[src/sv/pdls_pkg.sv]
// Package for the PD line-steering block: field widths, reset values and mode codes.
// Used by pd_differential_line_steering, pdls_div and the checker; depends on nothing.
package pdls_pkg;
  localparam int unsigned CHANNELS_DEF = 5;
  localparam int unsigned PEAK_RESET_DEF = 3000;
  localparam int unsigned RAW_W = 12;
  localparam int unsigned DUTY_W = 14;
  localparam int unsigned DUTY_MAX = 16383;
  localparam int unsigned PCT_SCALE = 25600;
  localparam int unsigned PD_WEIGHT = 7;

  localparam logic [13:0] BASE_RST = 14'd2500;
  localparam logic [11:0] KP_RST = 12'd486;
  localparam logic [11:0] KD_RST = 12'd717;
  localparam logic [12:0] TURN_RST = 13'd500;
  localparam logic [11:0] LOST_RST = 12'd50;
  localparam logic [13:0] CEIL_RST = 14'd7000;
  localparam logic [13:0] FLOOR_RST = 14'd1400;

  localparam logic [2:0] REG_BASE = 3'd0;
  localparam logic [2:0] REG_KP = 3'd1;
  localparam logic [2:0] REG_KD = 3'd2;
  localparam logic [2:0] REG_TURN = 3'd3;
  localparam logic [2:0] REG_LOST = 3'd4;
  localparam logic [2:0] REG_CEIL = 3'd5;
  localparam logic [2:0] REG_FLOOR = 3'd6;

  localparam logic [1:0] MODE_TURN = 2'd0;
  localparam logic [1:0] MODE_NORMAL = 2'd1;
  localparam logic [1:0] MODE_LOST = 2'd2;
endpackage

[src/sv/pdls_div.sv]
// Restoring divider, one quotient bit per cycle, shared by normalization and the error.
// Depends on pdls_pkg for nothing beyond house style; widths come from parameters.
module pdls_div import pdls_pkg::*; #(
  parameter int unsigned NW = 24,
  parameter int unsigned DW = 17
) (
  input  logic          clk,
  input  logic          rst,
  input  logic          start,
  input  logic [NW-1:0] num,
  input  logic [DW-1:0] den,
  output logic          done,
  output logic [NW-1:0] quo
);
  localparam int unsigned CW = $clog2(NW + 1);
  logic [NW-1:0] q;
  logic [DW:0] rem;
  logic [DW-1:0] d;
  logic [CW-1:0] cnt;
  logic busy;
  logic [DW:0] trial;

  assign trial = {rem[DW-1:0], q[NW-1]};
  assign quo = q;

  always_ff @(posedge clk) begin
    if (rst) begin
      busy <= 1'b0;
      done <= 1'b0;
    end else begin
      done <= 1'b0;
      if (start) begin
        busy <= 1'b1;
        q <= num;
        d <= den;
        rem <= '0;
        cnt <= CW'(NW);
      end else if (busy) begin
        if (trial >= {1'b0, d}) begin
          rem <= trial - {1'b0, d};
          q <= {q[NW-2:0], 1'b1};
        end else begin
          rem <= trial;
          q <= {q[NW-2:0], 1'b0};
        end
        cnt <= cnt - 1'b1;
        if (cnt == CW'(1)) begin
          busy <= 1'b0;
          done <= 1'b1;
        end
      end
    end
  end
endmodule

[src/sv/pd_differential_line_steering.sv]
// Top level of the PD line-steering block: peaks, normalization, PD law, duty clamps.
// Depends on pdls_pkg and on pdls_div for every division.
//
//  channel   | width | fields (lowest bit up)
//  s_axis    | 120   | raw_left_outer .. raw_right_outer, filt_left_outer .. filt_right_outer
//  m_axis    | 32    | left_duty, right_duty, steer_mode
//  cfg       | 18    | cfg_we, cfg_index, cfg_data
//
// One beat runs three divisions in turn (start, 31 quotient bits, done): two
// normalizations and the error, then S_MUL, S_ACC and S_DUTY to the result and S_OUT back
// to idle, so a beat is taken only in idle and the rate is set by the bit-serial divider.
// Reset is synchronous; it loads the register defaults and all peaks.
// A result waits in the output register; the next beat is taken while it waits, and
// the block stalls at its end only if the previous result has not yet been taken.
module pd_differential_line_steering import pdls_pkg::*; #(
  parameter int unsigned CHANNELS = CHANNELS_DEF,
  parameter int unsigned PEAK_RESET = PEAK_RESET_DEF
) (
  input  logic         clk,
  input  logic         rst,
  input  logic         s_axis_tvalid,
  output logic         s_axis_tready,
  input  logic [119:0] s_axis_tdata,
  output logic         m_axis_tvalid,
  input  logic         m_axis_tready,
  output logic [31:0]  m_axis_tdata,
  input  logic         cfg_we,
  input  logic [2:0]   cfg_index,
  input  logic [13:0]  cfg_data
);
  localparam logic [11:0] PK_RST = 12'(PEAK_RESET);

  typedef enum logic [7:0] {
    S_IDLE = 8'b00000001, S_NA = 8'b00000010, S_NB = 8'b00000100,
    S_ERR = 8'b00001000, S_MUL = 8'b00010000, S_ACC = 8'b00100000,
    S_DUTY = 8'b01000000, S_OUT = 8'b10000000
  } state_t;

  state_t state;
  logic [13:0] base_speed, duty_ceiling, duty_floor;
  logic [11:0] kp, kd, lost_th;
  logic [12:0] turn_th;
  logic [11:0] peak [CHANNELS];
  logic signed [15:0] prev_err;

  logic [11:0] raw [5];
  logic [11:0] filt [5];
  logic turn;
  logic [15:0] na, nb;
  logic signed [15:0] err;
  logic signed [29:0] pterm, dterm;
  logic signed [33:0] acc;
  logic signed [19:0] corr;

  logic div_start, div_done;
  logic [30:0] div_num, div_quo;
  logic [16:0] div_den;

  pdls_div #(.NW(31), .DW(17)) u_div (
    .clk(clk), .rst(rst), .start(div_start), .num(div_num), .den(div_den),
    .done(div_done), .quo(div_quo)
  );

  function automatic logic [11:0] peak_sel(input int unsigned ch, input logic [11:0] r,
                                           input logic [11:0] p);
    peak_sel = (ch < CHANNELS) ? ((r > p) ? r : p) : PK_RST;
  endfunction

  logic [11:0] pa, pb, fa, fb;
  logic [16:0] esum;
  logic [15:0] ediff;
  logic eneg;
  logic signed [16:0] eq;
  logic signed [35:0] accw;
  logic signed [20:0] lsum, rsum;
  logic [13:0] lsat, rsat;

  always_comb begin
    pa = turn ? peak_sel(1, raw[1], (CHANNELS > 1) ? peak[1 % CHANNELS] : PK_RST)
              : peak_sel(0, raw[0], peak[0]);
    pb = turn ? peak_sel(3, raw[3], (CHANNELS > 3) ? peak[3 % CHANNELS] : PK_RST)
              : peak_sel(4, raw[4], (CHANNELS > 4) ? peak[4 % CHANNELS] : PK_RST);
    fa = turn ? filt[1] : filt[0];
    fb = turn ? filt[3] : filt[4];
    esum = {1'b0, na} + {1'b0, nb};
    eneg = na > nb;
    ediff = eneg ? na - nb : nb - na;
    if (state == S_NB) begin
      div_num = 31'(fb) * 31'(PCT_SCALE);
      div_den = 17'(pb);
    end else if (state == S_ERR) begin
      div_num = (esum == 0) ? 31'd0 : 31'(ediff) * 31'(PCT_SCALE);
      div_den = (esum == 0) ? 17'd1 : esum;
    end else begin
      div_num = 31'(fa) * 31'(PCT_SCALE);
      div_den = 17'(pa);
    end
    eq = eneg ? -$signed({1'b0, div_quo[15:0]}) : $signed({1'b0, div_quo[15:0]});
    accw = 36'(acc) * 36'sd7;
    corr = 20'(accw < 0 ? -((-accw) >>> 16) : accw >>> 16);
    lsum = $signed({7'b0, base_speed}) + 21'(corr);
    rsum = $signed({7'b0, base_speed}) - 21'(corr);
    lsat = lsum < 0 ? 14'd0 : (lsum > 21'sd16383 ? 14'(DUTY_MAX) : lsum[13:0]);
    rsat = rsum < 0 ? 14'd0 : (rsum > 21'sd16383 ? 14'(DUTY_MAX) : rsum[13:0]);
  end

  assign s_axis_tready = (state == S_IDLE);

  always_ff @(posedge clk) begin
    if (rst) begin
      state <= S_IDLE;
      m_axis_tvalid <= 1'b0;
      div_start <= 1'b0;
      base_speed <= BASE_RST; kp <= KP_RST; kd <= KD_RST; turn_th <= TURN_RST;
      lost_th <= LOST_RST; duty_ceiling <= CEIL_RST; duty_floor <= FLOOR_RST;
      for (int i = 0; i < CHANNELS; i++) peak[i] <= PK_RST;
      prev_err <= '0;
    end else begin
      div_start <= 1'b0;
      if (m_axis_tvalid && m_axis_tready && state != S_DUTY) m_axis_tvalid <= 1'b0;
      if (cfg_we) begin
        case (cfg_index)
          REG_BASE: base_speed <= cfg_data;
          REG_KP: kp <= cfg_data[11:0];
          REG_KD: kd <= cfg_data[11:0];
          REG_TURN: turn_th <= cfg_data[12:0];
          REG_LOST: lost_th <= cfg_data[11:0];
          REG_CEIL: duty_ceiling <= cfg_data;
          REG_FLOOR: duty_floor <= cfg_data;
          default: ;
        endcase
      end
      case (state)
        S_IDLE: begin
          if (s_axis_tvalid) begin
            for (int i = 0; i < 5; i++) begin
              raw[i] <= s_axis_tdata[12*i +: 12];
              filt[i] <= s_axis_tdata[60 + 12*i +: 12];
            end
            turn <= ({1'b0, s_axis_tdata[23:12]} + {1'b0, s_axis_tdata[47:36]}) >= turn_th;
            state <= S_NA;
            div_start <= 1'b1;
            na <= '0;
          end
        end
        S_NA: begin
          if (div_done) begin
            na <= (div_quo > 31'hFFFF || pa == 0) ? 16'hFFFF : div_quo[15:0];
            div_start <= 1'b1;
            state <= S_NB;
          end
        end
        S_NB: begin
          if (div_done) begin
            nb <= (div_quo > 31'hFFFF || pb == 0) ? 16'hFFFF : div_quo[15:0];
            state <= S_ERR;
            div_start <= 1'b1;
          end
        end
        S_ERR: begin
          if (div_done) begin
            err <= eq[15:0];
            state <= S_MUL;
          end
        end
        S_MUL: begin
          pterm <= 30'(err) * $signed({18'b0, kp});
          dterm <= 30'($signed({err[15], err}) - $signed({prev_err[15], prev_err}))
                   * $signed({18'b0, kd});
          state <= S_ACC;
        end
        S_ACC: begin
          acc <= 34'(pterm) + 34'(dterm);
          prev_err <= err;
          for (int i = 0; i < CHANNELS; i++)
            if (i < 5 && raw[i % 5] > peak[i]) peak[i] <= raw[i % 5];
          state <= S_DUTY;
        end
        S_DUTY: begin
          if (!m_axis_tvalid || m_axis_tready) begin
            if (turn) begin
              m_axis_tdata <= err > 0 ? {2'b0, MODE_TURN, 14'd0, lsat}
                                      : {2'b0, MODE_TURN, rsat, 14'd0};
            end else if (raw[2] < lost_th) begin
              m_axis_tdata <= {2'b0, MODE_LOST, 28'd0};
            end else begin
              m_axis_tdata <= {2'b0, MODE_NORMAL,
                rsat > duty_ceiling ? duty_ceiling : (rsat < duty_floor ? 14'd0 : rsat),
                lsat > duty_ceiling ? duty_ceiling : (lsat < duty_floor ? 14'd0 : lsat)};
            end
            m_axis_tvalid <= 1'b1;
            state <= S_OUT;
          end
        end
        S_OUT: state <= S_IDLE;
        default: state <= S_IDLE;
      endcase
    end
  end
endmodule

[config.mk]
export PLATFORM = sky130hd
export DESIGN_NAME = pd_differential_line_steering
export DESIGN_NICKNAME = d
export VERILOG_FILES = /design/src/sv/pdls_pkg.sv /design/src/sv/pdls_div.sv /design/src/sv/pd_differential_line_steering.sv
export SDC_FILE = /design/constraint.sdc
export NUM_CORES = 2
export LEC_CHECK = 0
export ABC_CLOCK_PERIOD_IN_PS = 20500
export BUFFER_PORTS_ARGS = -buffer_cell sky130_fd_sc_hd__buf_2
export CAP_MARGIN = 20
export CORE_MARGIN = 3
export CORE_UTILIZATION = 52
export CTS_CLUSTER_DIAMETER = 200
export DETAILED_ROUTE_END_ITERATION = 10
export PLACE_DENSITY = 0.69
export SLEW_MARGIN = 20
export SYNTH_ARGS = -nofsm -noshare
export SYNTH_HDL_FRONTEND = slang
export SYNTH_SLANG_ARGS = --single-unit
[constraint.sdc]
create_clock -name clk -period 20.5 [get_ports clk]
set_input_delay 2.05 -clock clk [delete_from_list [all_inputs] [get_ports clk]]
set_output_delay 2.05 -clock clk [all_outputs]
set_load 0.005 [all_outputs]
# After elaboration in Yosys (flattened, before gate mapping)

Memory sizes are Yosys's and may differ from the RTL's.
Cells that the tools add are included.

Bitwise gates (word level): 8
Reduce and logical (&&, ||, !) cells: 32
$add $sub $neg: 13
$mul: 6
Magnitude comparators: 20
Multiplexer cells: 84
Eq/ne operators: 20

Operator list:

| cell                    | number |
|---|---|
| $mux W12                | 16 |
| $mux W31                | 5 |
| $mux W14                | 8 |
| $mux W16                | 5 |
| $gt A12 B12 Y1          | 5 |
| $mux W30                | 2 |
| $pmux W8 S7             | 1 |
| $gt A21 B15 Y1 const B  | 2 |
| $lt A21 B1 Y1 const B   | 2 |
| $mux W8                 | 5 |
| $neg A35 Y36            | 1 |
| $lt A35 B1 Y1 const B   | 1 |
| $mul A31 B4 Y35 const B | 1 |
| $mux W1                 | 35 |
| $mul A12 B5 Y17 const B | 2 |
| $mux W17                | 2 |
| $pmux W16 S2            | 1 |
| $sub A16 B16 Y16        | 2 |
| $add A29 B30 Y31        | 1 |
| $gt A31 B16 Y1 const B  | 1 |
| $mul A17 B13 Y30        | 1 |
| $mul A16 B13 Y29        | 1 |
| $gt A14 B14 Y1          | 2 |
| $lt A14 B14 Y1          | 2 |
| 48 further kinds        | 79 |

Input bits: 142
Bits in writable memories: 180
Output and inout bits: 34
Register bits: 360
Memories kept: 3

Memory list:

| memory | depth | width | read ports | clocked after Yosys merged registers in | write ports | line                                | source |
|---|---|---|---|---|---|---|---|
| filt   | 5     | 12    | 4          | 0                                       | 5           | pd_differential_line_steering.sv:47 | `logic [11:0] filt [5];` |
| peak   | 5     | 12    | 5          | 0                                       | 5           | pd_differential_line_steering.sv:43 | `logic [11:0] peak [CHANNELS];` |
| raw    | 5     | 12    | 5          | 0                                       | 5           | pd_differential_line_steering.sv:46 | `logic [11:0] raw [5];` |

# Depth between registers and ports, before layout

Depth in word-level cells: 13
Mapped depth: 50
Mapped depth without buffers: 46

# Cells and area by module

Synthesis repeated with hierarchy kept, for this count alone.

Cells, all modules: 5609
Area total of the unflattened synthesis: 53083.4 µm²

Modules (own cells, without submodules):

| module                        | cells each | area each (µm²) | instances |
|---|---|---|---|
| pd_differential_line_steering | 5304       | 49249.7         | 1 |
| pdls_div                      | 305        | 3833.7          | 1 |

# Least setup slack after synthesis

No wires, ideal clock.

Kind: register to register
Start point: register acc[1]
End point: register m_axis_tdata[8] (data pin)
Cell stages (with the launch flop): 45
Buffers on the path: 3
Arrival: 9.982 ns
Slack: 10.261 ns
Cell sequence: edfxtp_1 ha_1 xor2_1 ha_1 fa_1 a211oi_1 o21ai_0 xor2_1 nor4_1 nand4_1 nor4_1 clkbuf_1 nand2_1 xor2_1 ha_1 o211ai_1 a21oi_1 a41oi_1 [9 not listed] or2_2 a21oi_1 o21bai_1 o31ai_1 or4_1 o22ai_2 clkbuf_1 a21oi_1 ha_1 a211oi_1 nand3b_1 nor4_1 a211oi_1 a2bb2oi_1 a211oi_1 o31ai_4 buf_6 a22o_1

Cells in the longest elaborated chain, start to end: 13

RTL lines:

| element                | line                                 | source |
|---|---|---|
| from (decl)            | pd_differential_line_steering.sv:52  | `logic signed [33:0] acc;` |
| from (signal assigned) | pd_differential_line_steering.sv:173 | `acc <= 34'(pterm) + 34'(dterm);` |
| $mul A31 B4 Y35 (*)    | pd_differential_line_steering.sv:99  | `accw = 36'(acc) * 36'sd7;` |
| $neg A35 Y36           | pd_differential_line_steering.sv:100 | `corr = 20'(accw < 0 ? -((-accw) >>> 16) : accw >>> 16);` |
| $neg A20 Y20           | pd_differential_line_steering.sv:100 |  |
| $mux W20 (*)           | pd_differential_line_steering.sv:100 |  |
| $add A15 B20 Y21 (*)   | pd_differential_line_steering.sv:101 | `lsum = $signed({7'b0, base_speed}) + 21'(corr);` |
| $gt A21 B15 Y1         | pd_differential_line_steering.sv:103 | `lsat = lsum < 0 ? 14'd0 : (lsum > 21'sd16383 ? 14'(DUTY_MAX) : lsum[13:0]);` |
| $mux W14               | pd_differential_line_steering.sv:103 |  |
| $mux W14 (*)           | pd_differential_line_steering.sv:103 |  |
| $lt A14 B14 Y1         | pd_differential_line_steering.sv:189 | `lsat > duty_ceiling ? duty_ceiling : (lsat < duty_floor ? 14'd0 : lsat)};` |
| $mux W14 (2 in a row)  | pd_differential_line_steering.sv:189 |  |
| $mux W30               | pd_differential_line_steering.sv:184 | `end else if (raw[2] < lost_th) begin` |
| $mux W30 (*)           | pd_differential_line_steering.sv:181 | `if (turn) begin` |
| to (signal assigned)   | pd_differential_line_steering.sv:182 | `m_axis_tdata <= err > 0 ? {2'b0, MODE_TURN, 14'd0, lsat}` |
| to (signal assigned)   | pd_differential_line_steering.sv:185 | `m_axis_tdata <= {2'b0, MODE_LOST, 28'd0};` |
| to (signal assigned)   | pd_differential_line_steering.sv:187 | `m_axis_tdata <= {2'b0, MODE_NORMAL,` |
| to (decl)              | pd_differential_line_steering.sv:26  | `output logic [31:0] m_axis_tdata,` |

Mark *: on every way between the ends. The rest lies on a longest branch, timed or not.
A chain may end at the register's enable or synchronous reset.

# Final worst setup path

Start point: register acc[1]
End point: register m_axis_tdata[0] (data pin)

The elaborated chain is that of the path after synthesis.

==> reports/qor.csv <==
stage;metric;value;unit
run_status;outcome;completed;
clocking;ctsResizeCount;0;
logic_synthesis;synth-edff-count;407;
die;die_x;323.6;µm
sta;slew_viol_final;0;
power_and_ir_drop;clockPowerShare;27.5;%
clocking;insertion_delay;0.66;ns
die;io_pins;176;
place;gp_congestion;0.9194;
logic_synthesis;synthTopCellsByCount;inv_1 (932), ha_1 (620), nand2_1 (568);
clocking;cts_tree;done;
logic_synthesis;synth_top_cell_by_area;edfxtp_1;
sta;max_slew_margin;26.15;%
setup_path;worstSetupPathType;reg2reg;
global_routing;antenna_found_initial;6;
logic_synthesis;ys.flop_type;edfxtp_1;
layout;final_nets;6832;
power_and_ir_drop;vdd_drop_max;0.1084;mV
layout;multiInputGateArea;33680;µm²
global_routing;overflow;0;
clocking;clock-sinks;526;
power_and_ir_drop;p_comb_share;40.0;%
detailed_routing;antenna_left;0;
setup_path;slowest_delay;0.70;ns
sta;max_freq;84.94;MHz
setup_path;critical_path.startpoint_type;register;
sta;skew;0.03994;ns
detailed_routing;post_drt_wl_per_cell;17.58;µm
logic_synthesis;synth.cell_area;52460;µm²
clocking;clkTransAtPathRegs;0.06;ns
clocking;post_cts_buffers;0;
place;dp_hpwl;97.65;mm
logic_synthesis;postSynthAreaPerCell;9.429;µm²
power_and_ir_drop;switching_share;35.25;%
layout;final_area;56550;µm²
flow_run;cap_violations;0;
power_and_ir_drop;powerDensity;71.06;nW/µm²
setup_path;reg2regPathDepth;40;
global_routing;grt_pass1_wl;198.1;mm
clocking;htree_levels;2;
logic_synthesis;ys_seq_area_share;27.84;%
clocking;cts-root-to-sink-buffers;3;
logic_synthesis;async_reset_ff_share;0;%
worst_hold_path;holdPathStages;2;
setup_path;crit_arrival;12.29;ns
die;die_h;323.6;µm
logic_synthesis;synth_area_leaders;edfxtp_1 (23%), fa_1 (16%), ha_1 (15%);
power_and_ir_drop;power.switching;1.416;mW
logic_synthesis;ys.warnings.count;0;
worst_hold_path;holdCritPathClass;reg2reg;
logic_synthesis;synth_top_cell_area_share;23.30;%
logic_synthesis;yosysMostFrequentCell;inv_1;
sta;hold_viol_final;0;
global_routing;grt_usage;23.41;%
detailed_routing;drc;0;
sta;setup_viol;0;
sta;tns;0;ns
global_routing;grt_max_degree;84;
detailed_routing;via_per_inst;5.535;
detailed_routing;wirelength;122.8;mm
layout;seqCellArea;14610;µm²
setup_path;path_max_fanout;14;
global_routing;grt_pass1_vias;38430;
die;dieArea;104700;µm²
place;place_area;54490;µm²
place;port_buffers;161;
layout;nFillCells;8662;
layout;area_delta_synth_final;7.796;%
clocking;cts_buffers;59;
logic_synthesis;synth.distinct_cells;107;
detailed_routing;drt_first_pass_iters;5;
power_and_ir_drop;fin_total_pwr;4.018;mW
die;fp-row-count;115;
clocking;root_buffer;clkbuf_16;
setup_path;regToRegSetupSlack;8.73;ns
detailed_routing;drt_iter0_drc;2482;
logic_synthesis;ys_ff_latch;526;
clocking;cts_hold_buf;0;
setup_path;crit_cells;40;
setup_path;cp_slowest_cell;nor4_1;
sta;post-route-min-period;11.77;ns
die;fp.coreArea;99280;µm²
power_and_ir_drop;internal-power;2.602;mW
sta;min_period_over_period;57.43;%
detailed_routing;vias;38650;
setup_path;critPathMostFrequentCell;ha_1;
power_and_ir_drop;pwr-share-seq;32.5;%
setup_path;path_delay_family;compound AO/OA/AOI/OAI gates;
setup_path;cp_num_buf_inv;1;
setup_path;required;21.01;ns
power_and_ir_drop;power.leakage;25.87;nW
logic_synthesis;synth_cells;5564;
sta;grt_setup_unrepaired;false;
setup_path;cp-end-kind;register;
die;start_util;52.84;%
sta;tightestPinTransition;1.100;ns
layout;final_layout_size_suffix_gt1_share;7.079;%
[stage by stage]
| stage | worst slack (ns) | std cells | utilization [%] | hold WS (ns) |
|---|---|---|---|---|
| after floorplan | 10.26 | 5565 | - | 0.4363 |
| after CTS | 8.844 | 6979 | 56.93 | 0.4569 |
| after detailed placement | 8.860 | 6867 | 54.88 | 0.4482 |
| after global placement | 9.001 | 6867 | 54.88 | 0.4421 |
| final | 8.727 | 6984 | 56.96 | 0.4561 |
| after global routing | 7.934 | 6982 | 56.96 | 0.4726 |
[layout by cell type (no fill, tap or decap), types with 12 or more instances in the layout]
cell type and count:
inv_1 932, ha_1 620, nand2_1 568, fa_1 428, edfxtp_1 407, a21oi_1 394, nor2_1 231, xnor2_1 215
and2_1 214, buf_2 160, o21ai_0 152, dfxtp_1 118, o21bai_1 104, a21o_1 84, nor2b_1 72, mux2i_1 70
xor2_1 69, clkbuf_16 60, nor3_1 59, or2_2 51, nand3_1 51, nand3b_1 47, nand4_1 44, buf_4 40
nand2b_1 38, a22o_1 37, nor4_1 29, and3_1 24, a211oi_1 23, a221oi_1 22, o211ai_1 20, o21a_1 19
mux2_2 17, clkbuf_1 15, o31ai_1 14, a21boi_0 12
[worst min-delay path, delay by kind of cell, from the launching register on]
family,cells,cell delay [ns]
DFF,1,0.31
and+or+nand+nor,1,0.05
AOI/OAI and AO/OA,1,0.05
[routing by layer]
layer	vias to the layer above	track usage [%]	share of wire [%]
li1	18710	-	-
met1	18870	30.66	43
met2	879	40.99	49
met3	193	2.945	4.7
met4	0	6.392	2.7
met5	-	0	0
[logic make-up (layout without fill, tap and decap cells)]
group	after synthesis	in the layout	synth area share, %
simple gates	1492	1492	14.10
other cells	1	6	0.007148
mux	88	88	1.722
compound gates	1005	1005	12.35
buf+inv	1118	1246	8.089
flops	526	526	27.84
fa+ha+maj	1049	1049	31.14
xor+xnor	285	285	4.758
[final cells by class]
type                            count  area share, %
Tap cell                         1287          2.847
Inverter                          933          6.192
Clock buffer                       78          2.827
Multi-Input combinational cell   3921          59.55
Clock inverter                     34         0.7589
Sequential cell                   526          25.83
Antenna cell                        4        0.01770
Timing Repair Buffer              201          1.982
[power groups by stage]
| stage | logic [mW] | clock network (mW) | registers, mW |
|---|---|---|---|
| after floorplan | 1.25 | 0 | 1.31 |
| after global placement | 1.58 | 0 | 1.33 |
| after detailed placement | 1.62 | 0 | 1.33 |
| after CTS | 1.63 | 1.13 | 1.30 |
| after global routing | 1.85 | 1.17 | 1.31 |
| final | 1.61 | 1.10 | 1.31 |
[final timing paths]
| kind | from | to |
|---|---|---|
| min reg2reg | prev_err[6] | prev_err[6] |
| min | prev_err[6] | prev_err[6] |
| max reg2reg | acc[1] | m_axis_tdata[0] |
| max | acc[1] | m_axis_tdata[0] |
[registers in the layout, summed over array words and instances, names as in the netlist, 16 cells and up]
register / count
acc: 31
dterm: 30
err: 16
filt: 48
m_axis_tdata: 30
na: 16
nb: 16
peak: 60
prev_err: 16
pterm: 29
raw: 60
u_div.d: 17
u_div.quo: 31
u_div.rem: 17
Note: power is estimated with default switching activity, not from simulation.
